### src/design/iprc_pkg.sv
`timescale 1ns / 1ps
// ----------------------------------------------------------------------------
// iprc_pkg
// Shared types, constants and command codes for the interval partition
// resource counter.
// ----------------------------------------------------------------------------
package iprc_pkg;

  localparam int MaxItemsDefault = 1024;
  localparam int SecPerMin       = 60;
  localparam int TimeW           = 17;
  localparam int KeyW            = 2 * TimeW;
  localparam int ResultW         = 11;

  localparam int CmdW = 4;
  localparam logic [CmdW-1:0] CMD_NONE     = 4'd0;
  localparam logic [CmdW-1:0] CMD_LOAD     = 4'd1;
  localparam logic [CmdW-1:0] CMD_INS_RD   = 4'd2;
  localparam logic [CmdW-1:0] CMD_INS_MOVE = 4'd3;
  localparam logic [CmdW-1:0] CMD_INS_PUT  = 4'd4;
  localparam logic [CmdW-1:0] CMD_SW_START = 4'd5;
  localparam logic [CmdW-1:0] CMD_SW_RD    = 4'd6;
  localparam logic [CmdW-1:0] CMD_SW_HIT   = 4'd7;
  localparam logic [CmdW-1:0] CMD_SW_NEW   = 4'd8;
  localparam logic [CmdW-1:0] CMD_ADD_RD   = 4'd9;
  localparam logic [CmdW-1:0] CMD_ADD_MOVE = 4'd10;
  localparam logic [CmdW-1:0] CMD_ADD_PUT  = 4'd11;
  localparam logic [CmdW-1:0] CMD_REM_RD   = 4'd12;
  localparam logic [CmdW-1:0] CMD_REM_MOVE = 4'd13;
  localparam logic [CmdW-1:0] CMD_REM_PUT  = 4'd14;
  localparam logic [CmdW-1:0] CMD_CLEAR    = 4'd15;

  typedef struct packed {
    logic full;
    logic j_zero;
    logic j_eq_used;
    logic i_eq_cnt;
    logic used_zero;
    logic s_gt_key;
    logic b_le_st;
    logic b_gt_en;
    logic b_le_en;
  } status_t;

  function automatic logic [TimeW-1:0] to_seconds(input logic [4:0] h,
                                                  input logic [5:0] m,
                                                  input logic [5:0] s);
    logic [TimeW-1:0] hm;
    hm = TimeW'(h) * TimeW'(SecPerMin) + TimeW'(m);
    return hm * TimeW'(SecPerMin) + TimeW'(s);
  endfunction

endpackage

### src/design/iprc_ctrl.sv
`timescale 1ns / 1ps
// ----------------------------------------------------------------------------
// iprc_ctrl
// Sequencer for insertion on load and the greedy sweep at end of set.
// ----------------------------------------------------------------------------
module iprc_ctrl (
  input  logic                      clk,
  input  logic                      rst,
  input  logic                      in_valid,
  input  logic                      in_last,
  output logic                      in_ready,
  output logic                      out_valid,
  input  logic                      out_ready,
  input  iprc_pkg::status_t         status,
  output logic [iprc_pkg::CmdW-1:0] cmd
);

  localparam logic [3:0] IDLE    = 4'd0;
  localparam logic [3:0] INS_CHK = 4'd1;
  localparam logic [3:0] INS_CMP = 4'd2;
  localparam logic [3:0] SW_INIT = 4'd3;
  localparam logic [3:0] SW_CHK  = 4'd4;
  localparam logic [3:0] SW_CMP  = 4'd5;
  localparam logic [3:0] ADD_CHK = 4'd6;
  localparam logic [3:0] ADD_CMP = 4'd7;
  localparam logic [3:0] REM_CHK = 4'd8;
  localparam logic [3:0] REM_CMP = 4'd9;
  localparam logic [3:0] RESULT  = 4'd10;

  logic [3:0] state;
  logic [3:0] state_next;
  logic       last_r;
  logic       last_next;
  logic [3:0] after_ins;

  assign in_ready  = (state == IDLE);
  assign out_valid = (state == RESULT);
  assign after_ins = last_r ? SW_INIT : IDLE;

  always_comb begin
    state_next = state;
    last_next  = last_r;
    cmd        = iprc_pkg::CMD_NONE;
    unique case (state)
      IDLE: begin
        if (in_valid) begin
          cmd       = iprc_pkg::CMD_LOAD;
          last_next = in_last;
          if (!status.full) begin
            state_next = INS_CHK;
          end else if (in_last) begin
            state_next = SW_INIT;
          end
        end
      end
      INS_CHK: begin
        if (status.j_zero) begin
          cmd        = iprc_pkg::CMD_INS_PUT;
          state_next = after_ins;
        end else begin
          cmd        = iprc_pkg::CMD_INS_RD;
          state_next = INS_CMP;
        end
      end
      INS_CMP: begin
        if (status.s_gt_key) begin
          cmd        = iprc_pkg::CMD_INS_MOVE;
          state_next = INS_CHK;
        end else begin
          cmd        = iprc_pkg::CMD_INS_PUT;
          state_next = after_ins;
        end
      end
      SW_INIT: begin
        cmd        = iprc_pkg::CMD_SW_START;
        state_next = SW_CHK;
      end
      SW_CHK: begin
        if (status.i_eq_cnt) begin
          state_next = RESULT;
        end else begin
          cmd        = iprc_pkg::CMD_SW_RD;
          state_next = SW_CMP;
        end
      end
      SW_CMP: begin
        if (!status.used_zero && status.b_le_st) begin
          cmd        = iprc_pkg::CMD_SW_HIT;
          state_next = REM_CHK;
        end else begin
          cmd        = iprc_pkg::CMD_SW_NEW;
          state_next = ADD_CHK;
        end
      end
      ADD_CHK: begin
        if (status.j_zero) begin
          cmd        = iprc_pkg::CMD_ADD_PUT;
          state_next = SW_CHK;
        end else begin
          cmd        = iprc_pkg::CMD_ADD_RD;
          state_next = ADD_CMP;
        end
      end
      ADD_CMP: begin
        if (status.b_gt_en) begin
          cmd        = iprc_pkg::CMD_ADD_MOVE;
          state_next = ADD_CHK;
        end else begin
          cmd        = iprc_pkg::CMD_ADD_PUT;
          state_next = SW_CHK;
        end
      end
      REM_CHK: begin
        if (status.j_eq_used) begin
          cmd        = iprc_pkg::CMD_REM_PUT;
          state_next = SW_CHK;
        end else begin
          cmd        = iprc_pkg::CMD_REM_RD;
          state_next = REM_CMP;
        end
      end
      REM_CMP: begin
        if (status.b_le_en) begin
          cmd        = iprc_pkg::CMD_REM_MOVE;
          state_next = REM_CHK;
        end else begin
          cmd        = iprc_pkg::CMD_REM_PUT;
          state_next = SW_CHK;
        end
      end
      RESULT: begin
        if (out_ready) begin
          cmd        = iprc_pkg::CMD_CLEAR;
          state_next = IDLE;
        end
      end
      default: state_next = IDLE;
    endcase
  end

  always_ff @(posedge clk) begin
    if (rst) begin
      state  <= IDLE;
      last_r <= 1'b0;
    end else begin
      state  <= state_next;
      last_r <= last_next;
    end
  end

endmodule

### config.mk
export PLATFORM = sky130hd
export DESIGN_NAME = iprc_ctrl
export DESIGN_NICKNAME = d
export VERILOG_FILES = /design/src/design/iprc_pkg.sv /design/src/design/iprc_ctrl.sv
export SDC_FILE = /design/constraint.sdc
export NUM_CORES = 1
export LEC_CHECK = 0
export BUFFER_PORTS_ARGS = -buffer_cell sky130_fd_sc_hd__buf_2
export CAP_MARGIN = 15
export CORE_UTILIZATION = 45
export CTS_CLUSTER_DIAMETER = 120
export DETAILED_ROUTE_END_ITERATION = 8
export GPL_TIMING_DRIVEN = 0
export PLACE_DENSITY = 0.74
export SLEW_MARGIN = 20
export SYNTH_ARGS = -nofsm -noshare
export SYNTH_HDL_FRONTEND = slang
export SYNTH_SLANG_ARGS = --single-unit
### constraint.sdc
create_clock -name clk -period 1.3 [get_ports clk]
set_input_delay 0.26 -clock clk [delete_from_list [all_inputs] [get_ports clk]]
set_output_delay 0.26 -clock clk [all_outputs]
set_load 0.02 [all_outputs]
After elaboration in Yosys (flattened, before gate mapping):

Cells that the tools add are included.

* input port bits: 14
* ROM bits: 0
* word-level logic and storage cells: 45
* output and inout port bits: 6
* latch bits: 0
* memory bits (writable): 0
* memories kept: 0
* register bits after elaboration: 5

* shift-type cells: 0
* reduce and logical (&&, ||, !) cells: 5
* muxes and demuxes: 25
* bitwise gates (word level): 0
* div/mod/pow operators: 0
* equality and inequality tests: 13
* multipliers: 0
* order comparisons: 0
* add/sub/neg operators: 0

Operator list (count)
* $pmux W4 S11: 2
* $mux W4: 10
* $eq A4 B3 Y1 const B: 4
* $mux W2: 8
* $eq A4 B4 Y1 const B: 3
* $mux W3: 3
* $eq A4 B2 Y1 const B: 2
* $eq A4 B1 Y1 const B: 1
* $logic_not A4 Y1: 1
* $ne A3 B3 Y1 const B: 1
* $reduce_and A3 Y1: 1
* $mux W1: 2
* $ne A2 B1 Y1 const B: 1
* $ne A2 B2 Y1 const B: 1
* $reduce_and A2 Y1: 1
* $logic_and A1 B1 Y1: 1
* $logic_not A1 Y1: 1

Longest topological paths before layout:

* depth after elaboration: 4
* depth in mapped cells: 6
* mapped depth without buffers: 4

Worst setup path before layout:

Ideal clock, no wire load.

* kind: reg-to-output
* start point: register state[0]
* end point: output cmd[0] (netlist bit)
* data required time: 1040 ps
* path buffers: 2
* slack: -238 ps
* cell stages (with the launch flop): 6
* data arrival time: 1278 ps
* cell sequence: dfxtp_1 buf_4 buf_2 xor2_1 a32oi_1 o211ai_1

* cells in the longest elaborated chain, start to end: 2
* elaborated cells on any way between the ends: 12
* classes of those cells: 10 x eq/ne; 1 x mux; 1 x reduce/logical

RTL lines
* from (decl): line iprc_ctrl.sv:30 `logic [3:0] state;`
* from (signal assigned): line iprc_ctrl.sv:146 `state <= state_next;`
* $eq A4 B4 Y1, or another cell as far along: line iprc_ctrl.sv:44 `unique case (state)`
* $pmux W4 S11 *: line iprc_ctrl.sv:44
* to (decl): line iprc_ctrl.sv:15 `output logic [iprc_pkg::CmdW-1:0] cmd`

Mark *: on every way between the ends. The rest lies on a longest branch, timed or not.

Final worst setup path:

* start point: register state[1]
* end point: output cmd[2] (netlist bit)

Same word-level chain as after synthesis.

==> implementation parameters <==
Parameter                              Value

Drt
  Vias per std cell    6.45
  DRC violations left    0
  Total length of routed wires    2.60 mm
  Post-DRT Antenna Nets    0
  Number of vias after detailed routing    942
  Violation count after the first detailed-routing iteration    52
  Detail-routed net length per standard cell    17.8 um
  DRT Pass-1 Iters    4

Setup path
  Flop2flop setup slack    -0.19 ns
  Crit path launch type    flip-flop
  Endpoint kind of the worst setup timing path    output pin
  Largest driver fanout on the critical path    6
  Worst reg2reg startpoint    state[1]$_SDFFE_PP0P_
  Ordered cell list for the critical path    buf_6, nor3b_4, and2_4, nand2_1, nand4_1, buf_4
  Maximum cell stage delay along the critical path    0.41 ns
  Crit path arrival time    1.58 ns
  Worst path slowest cell    sky130_fd_sc_hd__dfxtp_4
  Bufs and invs on worst path    2
  Worst Reg2Reg Path Length in Cells    6
  Critical path class    reg -> out
  Path length in cells of the critical path    6
  Family with the most delay on the worst path    simple AND/OR/NAND/NOR gates
  Endpoint of the lowest-slack register-to-register path    state[3]$_SDFFE_PP0P_
  Worst endpoint required time    1.04 ns

STA
  Clock period minus final worst setup slack    1.84 ns
  Achievable clock frequency    545 MHz
  Hold Fails Final Rpt    0
  Max-slew violation count    0
  Relative max-transition margin    0.729
  Worst setup skew after layout    0.00617 ns
  Transition at the pin with the smallest max-transition slack    0.402 ns
  Slack of the critical path    -0.535 ns
  Hold WS    0.275 ns
  Unrepaired setup endpoints after global routing    yes
  Number of setup violations in the final report    11
  Share of the cycle needed by the critical path after routing    1.41

Outcome
  Run status    complete, but fails checks
  Violated checks    negative setup slack

Clocking
  Number of clock sinks    5
  TritonCTS clock tree    done
  Clock-pin transition on the worst setup and hold timing paths    0.05 ns
  Clock buffers created by TritonCTS    3
  Clock latency reported for the late side of the worst-skew pair    0.24 ns
  Maximum clock path buffer count    2
  Number of H-tree branching levels    1
  Root buffer selected by CTS    sky130_fd_sc_hd__clkbuf_4

Logic synthesis
  #FFs+latches synth    5
  Number of distinct library cells after synthesis    42
  Syn Nets    105
  Number of instances in the synthesized netlist    91
  Avg Inst Size Synth    7.53 um2
  Share of synthesized area occupied by flip-flops and latches    0.146
  Synthesized area    686 um2
  Yosys warning count    0

Floorplanning
  Total Die Area    1680 um2
  Count of boundary I/O pins    20
  Die outline height    41.0 um
  Floorplan row count    13
  Initial core utilization    0.502
  Area of the placeable core    1370 um2
  Die boundary width    41.0 um

Global routing
  Total global routing overflow    0
  Vias in the first global route    707
  Total Routing Usage GR    0.298
  Largest net degree at the start of global routing    11
  Global-route wire length before repair    3.27 mm
  Number of antenna violations at the first check in global routing    0

Layout
  Area taken by multi-input logic gates    633 um2
  Area Growth Syn to Fin    69.5%
  Antenna diode instance count    0
  Layout filler cell count    80
  Storage cell area    113 um2
  End-of-flow core utilization    0.851
  Nets    146
  Share of layout cells above drive strength 1    0.588

Placed design
  GPL Wtd Cong    0.886
  Input/output buffers    19
  DPL Wire Length    1.44 mm
  Post-placement worst setup slack    -0.347 ns

Power
  Total power per unit cell area    1010 nW/um2
  Pwr Total    1.17 mW
  Static power due to leakage    0.514 nW
  Peak ir drop on the vdd network    0.804 mV

Min path
  Cell count of the worst hold path    2
  Path class of the lowest-slack min-delay path    in -> reg
  Worst-case hold path end point    state[2]$_SDFFE_PP0P_
  Launch instance of the worst min-delay path    rst

Job
  Maximum Capacitance Violations    0
==> report_power, final <==
| group | leakage (nW) | total [mW] | internal (mW) | switching [mW] |
|---|---|---|---|---|
| Clock | 0.0150 | 0.181 | 0.116 | 0.0645 |
| Sequential | 0.0435 | 0.216 | 0.177 | 0.0395 |
| Combinational | 0.456 | 0.777 | 0.386 | 0.391 |
| Total | 0.514 | 1.17 | 0.679 | 0.495 |
==> stage by stage <==
step | instances | cell area, um2 | setup TNS (ns)
3_5_place_dp | 125 | 872 | -1.20
4_1_cts | 139 | 1020 | -2.50
3_3_place_gp | 125 | 872 | -1.16
2_1_floorplan | 91 | 758 | -0.434
6_report | 146 | 1160 | -3.20
5_1_grt | 146 | 1160 | -3.87
==> placed cells by master, fill, tap and decap left out, drive strengths merged, types with 3 or more instances in the layout <==
cell    Yosys  routed
a21oi       7       7
clkbuf      0       4
inv         5       5
nand3       4       4
nand3b      3       3
buf         8      44
dfxtp       5       5
nor2        8       8
nand2       7       7
o21ai       8       8
o31ai       3       3
==> synthesized netlist by cell type (all sizes together) <==
library cell	n	area, um2
buf	8	63.8
nand2b	2	12.5
o31ai	3	22.5
xor2	1	8.76
a211o	1	8.76
nor2b	1	6.26
mux2	1	11.3
nor2	8	32.5
o21bai	1	7.51
nand2	7	26.3
nor3	2	10.0
nor4	1	21.3
and4	1	8.76
nand3b	3	22.5
nand3	4	20.0
a21oi	7	35.0
inv	5	18.8
o21ai	8	40.0
a32oi	1	8.76
and3	1	6.26
a31oi	2	25.0
and2	1	6.26
nand4	1	6.26
o221a	1	11.3
o311ai	2	25.0
nor4bb	2	26.3
nor4b	2	23.8
o311a	1	10.0
or2	1	6.26
o211ai	1	7.51
a2bb2oi	1	8.76
a21boi	2	15.0
dfxtp	5	100
nor3b	1	7.51
o21a	2	15.0
==> flip-flops by register name (all words and copies together) (netlist names) <==
register / flops
state: 4
last_r: 1
==> routing by layer <==
| layer | GRT usage | wire length (um) | vias to the layer above |
|---|---|---|---|
| li1 | - | - | 424 |
| met1 | 0.406 | 1070 | 448 |
| met2 | 0.488 | 1260 | 62 |
| met3 | 0.0815 | 215 | 8 |
| met4 | 0 | 57 | 0 |
| met5 | 0 | 0 | - |
==> logic make-up after synthesis <==
group | synth area share
AOI/OAI and AO/OA | 0.350
xor gates and xnor gates | 0.0128
buffers and inverters | 0.120
DFF | 0.146
muxes | 0.0164
and+or+nand+nor | 0.354
==> layout make-up <==
class	count	area share
plain buffers	7	0.0721
clock buffers	4	0.0226
inverters	5	0.0161
multi-input cells	73	0.545
flip-flops and latches	5	0.0969
well taps	15	0.0161
repair buffers	37	0.231
==> worst max-delay path by stage <==
stage	start	end	slack [ns]
3_5_place_dp	state[1]$_SDFFE_PP0P_	cmd[1]	-0.35
6_report	state[1]$_SDFFE_PP0P_	cmd[2]	-0.54
5_1_grt	state[1]$_SDFFE_PP0P_	cmd[0]	-0.60
4_1_cts	state[3]$_SDFFE_PP0P_	cmd[0]	-0.52
3_3_place_gp	state[1]$_SDFFE_PP0P_	cmd[1]	-0.34
2_1_floorplan	state[0]$_SDFFE_PP0P_	cmd[0]	-0.18
==> repair_timing <==
action                                  in CTS  in global routing
endpoints found under the setup margin       8                 11
resized for setup                           16                 25
hold buffers                                 0                  0
setup buffers                               12                 11
pin swaps                                    8                 14
Power figures use the tool's default switching activity.
